## src/sv/slt_pkg.sv

```systemverilog
package slt_pkg;

    // Default table depth and fixed field widths
    localparam int SLT_CAPACITY = 16;
    localparam int VALUE_W      = 32;
    localparam int OP_W         = 2;
    localparam int POS_W        = 4;
    localparam int STATUS_W     = 2;
    localparam int ENTRY_COUNT_W = 5;

    // Request codes
    typedef enum logic [OP_W-1:0] {
        OP_INSERT = 2'd0,
        OP_DELETE = 2'd1,
        OP_CLEAR  = 2'd2,
        OP_READ   = 2'd3
    } t_slt_op;

    // Result codes
    typedef enum logic [STATUS_W-1:0] {
        ST_OK        = 2'd0,
        ST_NOT_FOUND = 2'd1,
        ST_FULL      = 2'd2,
        ST_BEYOND    = 2'd3
    } t_slt_status;

    // Command broadcast from the controller to every cell
    typedef struct packed {
        logic               capture;
        logic               ins;
        logic               del;
        logic [VALUE_W-1:0] value;
    } t_slt_cmd;

endpackage

```

## src/sv/slt_if.sv

```systemverilog
interface slt_in_if import slt_pkg::*; ();
    logic                      valid;
    logic                      ready;
    logic [OP_W-1:0]           operation;
    logic signed [VALUE_W-1:0] value;
    logic [POS_W-1:0]          position;

    modport source (output valid, output operation, output value, output position,
                    input ready);
    modport sink   (input valid, input operation, input value, input position,
                    output ready);
endinterface

interface slt_out_if import slt_pkg::*; ();
    logic                      valid;
    logic                      ready;
    logic [STATUS_W-1:0]       status;
    logic signed [VALUE_W-1:0] read_value;
    logic [ENTRY_COUNT_W-1:0]  entry_count;

    modport source (output valid, output status, output read_value, output entry_count,
                    input ready);
    modport sink   (input valid, input status, input read_value, input entry_count,
                    output ready);
endinterface

```

## src/sv/slt_cell.sv

```systemverilog
module slt_cell import slt_pkg::*; #(
    parameter int INDEX   = 0,
    parameter int COUNT_W = 5
) (
    input  logic               i_clk,
    input  t_slt_cmd           i_cmd,
    input  logic [COUNT_W-1:0] i_count,
    input  logic [VALUE_W-1:0] i_left_value,
    input  logic               i_left_gt,
    input  logic [VALUE_W-1:0] i_right_value,
    output logic [VALUE_W-1:0] o_value,
    output logic               o_gt,
    output logic               o_ge
);

    localparam logic [COUNT_W-1:0] CELL_IDX = COUNT_W'(INDEX);

    logic [VALUE_W-1:0] r_entry;
    logic [VALUE_W-1:0] n_entry;
    logic               r_gt;
    logic               r_ge;
    logic               w_valid;
    logic               w_tail;

    assign w_valid = CELL_IDX < i_count;
    assign w_tail  = CELL_IDX == i_count;

    // Capture the order of this entry against the request value
    always_ff @(posedge i_clk) begin
        if (i_cmd.capture) begin
            r_gt <= w_valid && ($signed(r_entry) >  $signed(i_cmd.value));
            r_ge <= w_valid && ($signed(r_entry) >= $signed(i_cmd.value));
        end
    end

    // Shift right on insert, shift left on delete, else hold
    always_comb begin
        n_entry = r_entry;
        if (i_cmd.ins) begin
            if (i_left_gt) begin
                n_entry = i_left_value;
            end else if (r_gt || w_tail) begin
                n_entry = i_cmd.value;
            end
        end else if (i_cmd.del && r_ge) begin
            n_entry = i_right_value;
        end
    end

    always_ff @(posedge i_clk) begin
        r_entry <= n_entry;
    end

    assign o_value = r_entry;
    assign o_gt    = r_gt;
    assign o_ge    = r_ge;

endmodule

```

## src/sv/sorted_list_table.sv

```systemverilog
// Sorted table of signed 32-bit values, held in a row of cells.
// Input channel i_in carries one request item: operation (insert, delete
// first equal, clear, read), value and position. Output channel o_out
// returns exactly one result item per request: status, read_value (zero
// unless a read succeeds) and entry_count after the operation.
// Each item passes through accept, compare in every cell at once, and
// shift/commit, and the result is registered in the output register.
// A new item is accepted only in the idle state, after the previous one
// has committed, so the compare and shift steps never overlap two items.
// Equal values keep their order of arrival; delete removes the lowest one.
// Insert into a full table is refused with a full status.
// Reset empties the table and drops any pending result; entries past the
// count are never read, so the cell contents need no clearing.
// When the receiver stalls, the result waits in the output register; one
// further item may be accepted and compared, and it holds before commit
// until the output register drains.
module sorted_list_table import slt_pkg::*; #(
    parameter int CAPACITY = SLT_CAPACITY
) (
    input  logic      i_clk,
    input  logic      i_rst_n,
    slt_in_if.sink    i_in,
    slt_out_if.source o_out
);

    localparam int COUNT_W = $clog2(CAPACITY + 1);
    localparam int RD_N    = (CAPACITY < 16) ? CAPACITY : 16;
    localparam int RD_W    = $clog2(RD_N);
    localparam int CMP_W   = (COUNT_W > POS_W) ? COUNT_W : POS_W;

    typedef enum logic [2:0] {
        S_IDLE  = 3'b001,
        S_CMP   = 3'b010,
        S_APPLY = 3'b100
    } t_state;

    t_state               r_state, n_state;
    logic [COUNT_W-1:0]   r_count, n_count;
    t_slt_op              r_op;
    logic [VALUE_W-1:0]   r_value;
    logic [POS_W-1:0]     r_pos;

    logic                     r_out_valid, n_out_valid;
    t_slt_status              r_out_status, n_out_status;
    logic [VALUE_W-1:0]       r_out_read, n_out_read;
    logic [ENTRY_COUNT_W-1:0] r_out_count, n_out_count;

    t_slt_cmd             w_cmd;
    logic [VALUE_W-1:0]   w_val [CAPACITY];
    logic [VALUE_W-1:0]   w_rd  [RD_N];
    logic [CAPACITY-1:0]  w_gt;
    logic [CAPACITY-1:0]  w_ge;
    logic                 w_found;
    logic                 w_full;
    logic                 w_pos_ok;
    logic                 w_commit;
    logic                 w_accept;

    assign w_accept = i_in.valid && i_in.ready;
    assign w_commit = (r_state == S_APPLY) && (!r_out_valid || o_out.ready);
    assign w_found  = |(w_ge & ~w_gt);
    assign w_full   = r_count >= COUNT_W'(CAPACITY);
    assign w_pos_ok = CMP_W'(r_pos) < CMP_W'(r_count);

    // Broadcast the request to the cell row
    always_comb begin
        w_cmd.capture = r_state == S_CMP;
        w_cmd.ins     = w_commit && (r_op == OP_INSERT) && !w_full;
        w_cmd.del     = w_commit && (r_op == OP_DELETE) && w_found;
        w_cmd.value   = r_value;
    end

    // Row of cells, each linked to its neighbours
    for (genvar g = 0; g < CAPACITY; g++) begin : g_cell
        logic [VALUE_W-1:0] w_left_value;
        logic               w_left_gt;
        logic [VALUE_W-1:0] w_right_value;

        if (g == 0) begin : g_head
            assign w_left_value = '0;
            assign w_left_gt    = 1'b0;
        end else begin : g_mid
            assign w_left_value = w_val[g-1];
            assign w_left_gt    = w_gt[g-1];
        end

        if (g == CAPACITY - 1) begin : g_last
            assign w_right_value = w_val[g];
        end else begin : g_inner
            assign w_right_value = w_val[g+1];
        end

        slt_cell #(
            .INDEX   (g),
            .COUNT_W (COUNT_W)
        ) u_cell (
            .i_clk         (i_clk),
            .i_cmd         (w_cmd),
            .i_count       (r_count),
            .i_left_value  (w_left_value),
            .i_left_gt     (w_left_gt),
            .i_right_value (w_right_value),
            .o_value       (w_val[g]),
            .o_gt          (w_gt[g]),
            .o_ge          (w_ge[g])
        );
    end

    // Readable window: the first positions only
    for (genvar k = 0; k < RD_N; k++) begin : g_rd
        assign w_rd[k] = w_val[k];
    end

    // Sequence the request and form the result
    always_comb begin
        n_state      = r_state;
        n_count      = r_count;
        n_out_valid  = r_out_valid && !o_out.ready;
        n_out_status = r_out_status;
        n_out_read   = r_out_read;
        n_out_count  = r_out_count;

        case (r_state)
            S_IDLE: begin
                if (w_accept) begin
                    n_state = S_CMP;
                end
            end
            S_CMP: begin
                n_state = S_APPLY;
            end
            S_APPLY: begin
                if (w_commit) begin
                    n_state      = S_IDLE;
                    n_out_valid  = 1'b1;
                    n_out_status = ST_OK;
                    n_out_read   = '0;
                    case (r_op)
                        OP_INSERT: begin
                            if (w_full) begin
                                n_out_status = ST_FULL;
                            end else begin
                                n_count = r_count + COUNT_W'(1);
                            end
                        end
                        OP_DELETE: begin
                            if (w_found) begin
                                n_count = r_count - COUNT_W'(1);
                            end else begin
                                n_out_status = ST_NOT_FOUND;
                            end
                        end
                        OP_CLEAR: begin
                            n_count = '0;
                        end
                        OP_READ: begin
                            if (w_pos_ok) begin
                                n_out_read = w_rd[r_pos[RD_W-1:0]];
                            end else begin
                                n_out_status = ST_BEYOND;
                            end
                        end
                        default: begin
                            n_out_status = ST_OK;
                        end
                    endcase
                    n_out_count = ENTRY_COUNT_W'(n_count);
                end
            end
            default: begin
                n_state = S_IDLE;
            end
        endcase
    end

    // Control state
    always_ff @(posedge i_clk) begin
        if (!i_rst_n) begin
            r_state     <= S_IDLE;
            r_count     <= '0;
            r_out_valid <= 1'b0;
        end else begin
            r_state     <= n_state;
            r_count     <= n_count;
            r_out_valid <= n_out_valid;
        end
    end

    // Hold the request and the result payload
    always_ff @(posedge i_clk) begin
        if (w_accept) begin
            r_op    <= t_slt_op'(i_in.operation);
            r_value <= i_in.value;
            r_pos   <= i_in.position;
        end
        r_out_status <= n_out_status;
        r_out_read   <= n_out_read;
        r_out_count  <= n_out_count;
    end

    assign i_in.ready        = r_state == S_IDLE;
    assign o_out.valid       = r_out_valid;
    assign o_out.status      = r_out_status;
    assign o_out.read_value  = r_out_read;
    assign o_out.entry_count = r_out_count;

endmodule

```

## src/flat_wrapper.sv

```systemverilog
// flat-port wrapper written by rule: the top's interface ports become plain ports
module sorted_list_table_flat import slt_pkg::*;
#(
    parameter int CAPACITY = SLT_CAPACITY
)
  (i_clk, i_rst_n, i_in_valid, i_in_operation, i_in_value, i_in_position, i_in_ready, o_out_valid, o_out_status, o_out_read_value, o_out_entry_count, o_out_ready);
  slt_in_if i_in_i ();
  slt_out_if o_out_i ();
  input  logic i_clk;
  input  logic i_rst_n;
  input wire logic [$bits(i_in_i.valid)-1:0] i_in_valid;
  input wire logic [$bits(i_in_i.operation)-1:0] i_in_operation;
  input wire logic [$bits(i_in_i.value)-1:0] i_in_value;
  input wire logic [$bits(i_in_i.position)-1:0] i_in_position;
  output wire logic [$bits(i_in_i.ready)-1:0] i_in_ready;
  output wire logic [$bits(o_out_i.valid)-1:0] o_out_valid;
  output wire logic [$bits(o_out_i.status)-1:0] o_out_status;
  output wire logic [$bits(o_out_i.read_value)-1:0] o_out_read_value;
  output wire logic [$bits(o_out_i.entry_count)-1:0] o_out_entry_count;
  input wire logic [$bits(o_out_i.ready)-1:0] o_out_ready;
  assign i_in_i.valid = i_in_valid;
  assign i_in_i.operation = i_in_operation;
  assign i_in_i.value = i_in_value;
  assign i_in_i.position = i_in_position;
  assign i_in_ready = i_in_i.ready;
  assign o_out_valid = o_out_i.valid;
  assign o_out_status = o_out_i.status;
  assign o_out_read_value = o_out_i.read_value;
  assign o_out_entry_count = o_out_i.entry_count;
  assign o_out_i.ready = o_out_ready;
  sorted_list_table #(.CAPACITY(CAPACITY)) u_core (.i_clk(i_clk), .i_rst_n(i_rst_n), .i_in(i_in_i), .o_out(o_out_i));
endmodule
```

## config.mk

```make
export PLATFORM = sky130hd
export DESIGN_NAME = sorted_list_table_flat
export DESIGN_NICKNAME = d
export VERILOG_FILES = /design/src/sv/slt_pkg.sv /design/src/sv/slt_if.sv /design/src/sv/slt_cell.sv /design/src/sv/sorted_list_table.sv /design/src/flat_wrapper.sv
export SDC_FILE = /design/constraint.sdc
export NUM_CORES = 2
export LEC_CHECK = 0
export ABC_AREA = 1
export BUFFER_PORTS_ARGS = -buffer_cell sky130_fd_sc_hd__buf_4
export CAP_MARGIN = 20
export CORE_MARGIN = 4
export CORE_UTILIZATION = 63
export DETAILED_ROUTE_END_ITERATION = 8
export PLACE_DENSITY_LB_ADDON = 0.1
export SETUP_SLACK_MARGIN = 0.4
export SYNTH_ARGS = -nofsm -noshare
export SYNTH_HDL_FRONTEND = slang
export SYNTH_HIERARCHICAL = 1
export SYNTH_SLANG_ARGS = --single-unit
```

## constraint.sdc

```tcl
create_clock -name i_clk -period 10.4 [get_ports i_clk]
set_input_delay 1.04 -clock i_clk [delete_from_list [all_inputs] [get_ports i_clk]]
set_output_delay 1.04 -clock i_clk [all_outputs]
set_load 0.03 [all_outputs]
```

Word level (Yosys, flattened, before mapping)
Index checks and enable logic that the tools add are counted.

Register bits: 630. Memories: 0. RAM bits: 0. Bits in read-only memories: 0. Logic and storage cells: 339. Bits in latches: 0. Bits of input ports: 42. Output and inout bits: 41.

Multiplexer cells: 76. Bitwise logic cells: 3. $add $sub $neg: 2. Multipliers: 0. Divide/modulo/power cells: 0. $lt $le $gt $ge: 51. Shift operators: 0. Equality and inequality tests: 38. Reduce and logical (&&, ||, !) cells: 112.

Operators with widths (number): 32-bit two-way mux (63); 32-bit >= comparator (16); 32-bit greater-than comparator (16); 32-bit binary-select mux with 4-bit select (1); 1-bit logical AND (54); 4-bit by 5-bit == test with 1-bit output, first input constant (8); 4-bit by 5-bit < comparator with 1-bit output, first input constant (8); 3-bit inequality test, second input constant (13); 2-bit AND reduction (19); 2-bit nonzero test (16); 3-bit by 5-bit == test with 1-bit output, first input constant (4); 3-bit by 5-bit < comparator with 1-bit output, first input constant (4); 1-bit logical OR (17); 16-bit AND (1); 16-bit inverter (1); 16-bit OR reduction (1); 5-bit one-hot mux with 3 select lines (1); 2-bit by 5-bit == test with 1-bit output, first input constant (2); 5-bit >= comparator, second input constant (2); 1-bit by 5-bit < comparator with 1-bit output, first input constant (2); 2-bit by 5-bit < comparator with 1-bit output, first input constant (2); 5-bit two-way mux (2); 3-bit one-hot mux with 3 select lines (1); 3-bit two-way mux (2); other kinds (19) (26).

Depth between registers and ports, before layout
Depth after elaboration: 8. Mapped depth: 17. Depth with buffers taken out: 17.

Cells and area by module
Netlist, hierarchy kept.

By module, submodules not included: sorted_list_table (seq. area each 2492.4 µm², area an instance 8071.5 µm², times used 1, cells each 1223); slt_cell (u_core.g_cell[3].u_cell) (seq. area each 1021.0 µm², area an instance 2608.8 µm², times used 1, cells each 337); slt_cell (u_core.g_cell[8].u_cell) (seq. area each 1021.0 µm², area an instance 2600.0 µm², times used 1, cells each 340); slt_cell (u_core.g_cell[12].u_cell) (seq. area each 1021.0 µm², area an instance 2597.5 µm², times used 1, cells each 339); slt_cell (u_core.g_cell[1].u_cell) (seq. area each 1021.0 µm², area an instance 2592.5 µm², times used 1, cells each 337); slt_cell (u_core.g_cell[2].u_cell) (seq. area each 1021.0 µm², area an instance 2591.2 µm², times used 1, cells each 336); slt_cell (u_core.g_cell[0].u_cell) (seq. area each 1021.0 µm², area an instance 2588.7 µm², times used 1, cells each 338); slt_cell (u_core.g_cell[7].u_cell) (seq. area each 1021.0 µm², area an instance 2588.7 µm², times used 1, cells each 331); slt_cell (u_core.g_cell[6].u_cell) (seq. area each 1021.0 µm², area an instance 2585.0 µm², times used 1, cells each 335); slt_cell (u_core.g_cell[4].u_cell) (seq. area each 1021.0 µm², area an instance 2583.7 µm², times used 1, cells each 335); slt_cell (u_core.g_cell[14].u_cell) (seq. area each 1021.0 µm², area an instance 2580.0 µm², times used 1, cells each 334); slt_cell (u_core.g_cell[10].u_cell) (seq. area each 1021.0 µm², area an instance 2578.7 µm², times used 1, cells each 334); slt_cell (u_core.g_cell[13].u_cell) (seq. area each 1021.0 µm², area an instance 2577.5 µm², times used 1, cells each 329); slt_cell (u_core.g_cell[11].u_cell) (seq. area each 1021.0 µm², area an instance 2576.2 µm², times used 1, cells each 330); +3 rows.

Worst setup path before layout
Ideal clock, no wire load.

Kind: input port to flip-flop. From: input port o_out_ready. To: register u_core.g_cell[12].u_cell.r_entry[0], enable pin. Library setup time: 0.466 ns. Data required time: 9.934 ns. Arrival time: 8.738 ns. Buffers on the path: 0. Setup slack: 1.196 ns. Cell stages on the path: 6. Cell sequence: inv_1 > nand2_1 > nand2_1 > nor3_1 > clkinv_1 > o21ai_0.

RTL lines: start: declaration (line flat_wrapper.sv:20) `input wire logic [$bits(o_out_i.ready)-1:0] o_out_ready;`; end signal: assignment (line slt_cell.sv:51) `r_entry <= n_entry;`; end: declaration (line slt_cell.sv:18) `logic [VALUE_W-1:0] r_entry;`.

==> results.json <==
{
  "endpoint_kind": "flop",
  "worstSkewPairLatency_ns": 0.63,
  "maxCapViolCount": 0,
  "rsz0062_at_grt": "no",
  "via_per_inst": 6.01,
  "slowest_stage": "o21ai_4",
  "period_share_pct": 43.2,
  "timing.fmax_mhz": 223,
  "crit_type": "flop to flop",
  "fin_worst_skew_ns": 0.0243,
  "drive_gt1_share_pct": 6.22,
  "avgSynthCellArea_sq_um": 7.52,
  "min_path_type": "flop to flop",
  "met2_length_mm": 67.4,
  "initial_core_util_pct": 63.7,
  "grt_pass1_vias": 42700,
  "syn_inst": 6568,
  "seqCellArea_sq_um": 18800,
  "ys_types": 51,
  "num_io_pins": 83,
  "postLayoutCoreUtil_pct": 69.1,
  "tightestPinTransition_ns": 1.14,
  "placed_area_sq_um": 51000,
  "max_slew_margin_pct": 23.9,
  "core_area_sq_um": 77600,
  "min_period_ns": 4.49,
  "yosys_warnings": 6,
  "cts_tree": "done",
  "dieWidth_um": 288,
  "grt_max_degree": 202,
  "place_hpwl_mm": 106,
  "layout_common_cells": "nand2_1, nor2_1, o21ai_0",
  "cts_hold_buf": 0,
  "overflow": 0,
  "diodes": 0,
  "drt-pass1-iter-count": 8,
  "finalMaxSlewViolations": 0,
  "synthesis.area_sq_um": 49400,
  "post_cts_resized": 0,
  "final_common_cell": "nand2_1",
  "netlist_top_cells_area": "edfxtp_1, ha_1, nand2_1",
  "worstPathRequired_ns": 10.63,
  "hold_viol_final": 0,
  "antenna_found_initial": 0,
  "design_area_sq_um": 53700,
  "status": "finished clean",
  "yosysTopAreaCell": "edfxtp_1",
  "post_cts_buffers": 0,
  "wl_per_cell_um": 19.1,
  "wl_mm": 146,
  "cts_buffer_depth": 3,
  "highest_layer": "met4",
  "dieArea_sq_um": 83000,
  "synth_top_area_share_pct": 37.7,
  "grt_usage_pct": 34.3,
  "vias": 45900,
  "die_y_um": 288,
  "crit_family": "buffers and inverters",
  "drt.antenna.violating_nets": 0,
  "nets": 7109,
  "worstPathCellList": "inv_1 -> nor3_1 -> nand2_1 -> nor3_2 -> buf_4 -> buf_12 -> clkinv_1 -> buf_4 -> o21ai_4",
  "drt-met1-wl_mm": 58.6,
  "cts_made_buffers": 75,
  "n_fill_cell": 6414,
  "path_common_cell": "buf_4",
  "reg2reg_setup_slack_ns": 5.91,
  "slowest_delay_ns": 0.89,
  "grt_first_pass_wirelength_mm": 229,
  "drt_iter0_drc": 5524,
  "fin_setup_tns_ns": 0,
  "place_congestion": 0.910,
  "fp-row-count": 102,
  "path_clk_slew_ns": 0.06,
  "leakagePower_nw": 24.4,
  "portBuffers": 82,
  "syn_to_final_growth_pct": 8.56,
  "worstPathMaxFanout": 201,
  "ys_ff_latch": 630,
  "power_density_nw_per_um2": 113,
  "met3_length_mm": 13.7,
  "hold_slack_ns": 0.515,
  "cp.arrival_ns": 4.72,
  "cp-start-kind": "flop",
  "crit_buf_inv": 5,
  "cts.sinks": 630,
  "root_buffer": "clkbuf_16",
  "drc": 0,
  "vdd_ir_drop_max_mv": 0.119,
  "seq_area_frac_synth_pct": 38.1,
  "multi_input_comb_area_sq_um": 26900,
  "htree_levels": 3,
  "setup_viol": 0
}
-- cells by family after synthesis --
family | after synthesis | share of synthesized area, %
mux | 48 | 0.972
compound gates | 1578 | 17.4
buf+inv | 1047 | 8.29
xor+xnor | 3 | 0.0532
fa+ha+maj | 517 | 13.1
simple gates | 2744 | 22.1
flops | 630 | 38.1
other cells | 1 | 0.00759
-- stage by stage --
step	cells	worst slack (ns)	total power, W
floorplan	6606	1.20	0.00337
global placement	7498	5.55	0.00357
detailed placement	7498	5.51	0.00360
CTS	7631	5.97	0.00607
global route	7646	5.63	0.00627
finish	7646	5.91	0.00607
-- state kept, by name, summed over array words and instances (netlist names) --
name,flops
u_core/r_count,5
u_core/r_pos,4
u_core/r_op,2
u_core/o_out.read_value,32
u_core/g_cell.u_cell/o_gt,16
u_core/o_out.status,2
u_core/r_value,32
u_core/o_out.entry_count,5
u_core/g_cell.u_cell/o_ge,16
u_core/o_out.valid,1
u_core/r_state,3
u_core/g_cell.u_cell/o_value,512
-- cells in the mapped netlist, drive strengths merged --
cell type  count
xor2           2
or2            1
nor3b          7
o211ai        56
and2           1
mux2i         48
clkbuf       207
a31oi        211
nand2       1514
xnor2          1
o21a          33
nand4         36
a211o          1
o32ai         16
nor2        1038
o21ai        940
and3           4
a21o          17
a31o           1
nand3b         3
buf          102
conb           1
o22ai         48
inv          730
clkinv         8
o311ai         1
o2111ai        1
nand3        110
edfxtp       621
ha           517
nor4           8
dfxtp          9
nor3          21
a21oi        253
or3            1
-- worst reg2reg max path, cell delays in order (launching register included) --
cell	delay (ns)
dfxtp_1	0.34
inv_1	0.06
nor3_1	0.29
nand2_1	0.30
nor3_2	0.37
buf_4	0.59
buf_12	0.61
clkinv_1	0.32
buf_4	0.29
o21ai_4	0.90
-- layer usage --
layer	vias up	track usage [%]
met2	2343	56.1
met3	336	5.04
met1	21100	46.1
li1	22100	-
met4	0	13.4
met5	-	0
-- cell type report --
cell class / count / share of cell area (%)
multi-input combinational: 4929 / 50.1
tap: 1040 / 2.43
timing repair buffer: 176 / 3.05
inverter: 738 / 5.17
sequential: 630 / 35.1
clock inverter: 24 / 0.252
clock buffer: 109 / 3.91
-- where the power goes --
group	leakage, nW	total (W)	switching (W)	internal (W)
clock	1.09	0.00249	0.00107	0.00142
sequential	5.69	0.00278	0.0000102	0.00277
combinational	17.6	0.000795	0.000542	0.000253
-- final timing paths --
kind	from	end	depth (start not counted)
worst min register to register	u_core/o_out.valid	u_core/o_out.valid	2
worst min-delay path	u_core/o_out.valid	u_core/o_out.valid	2
worst max-delay path	u_core/r_state[2]	u_core/g_cell[15].u_cell/o_value[11]	9
worst max register to register	u_core/r_state[2]	u_core/g_cell[15].u_cell/o_value[11]	9
No activity file was read; power rests on OpenSTA's default activity.
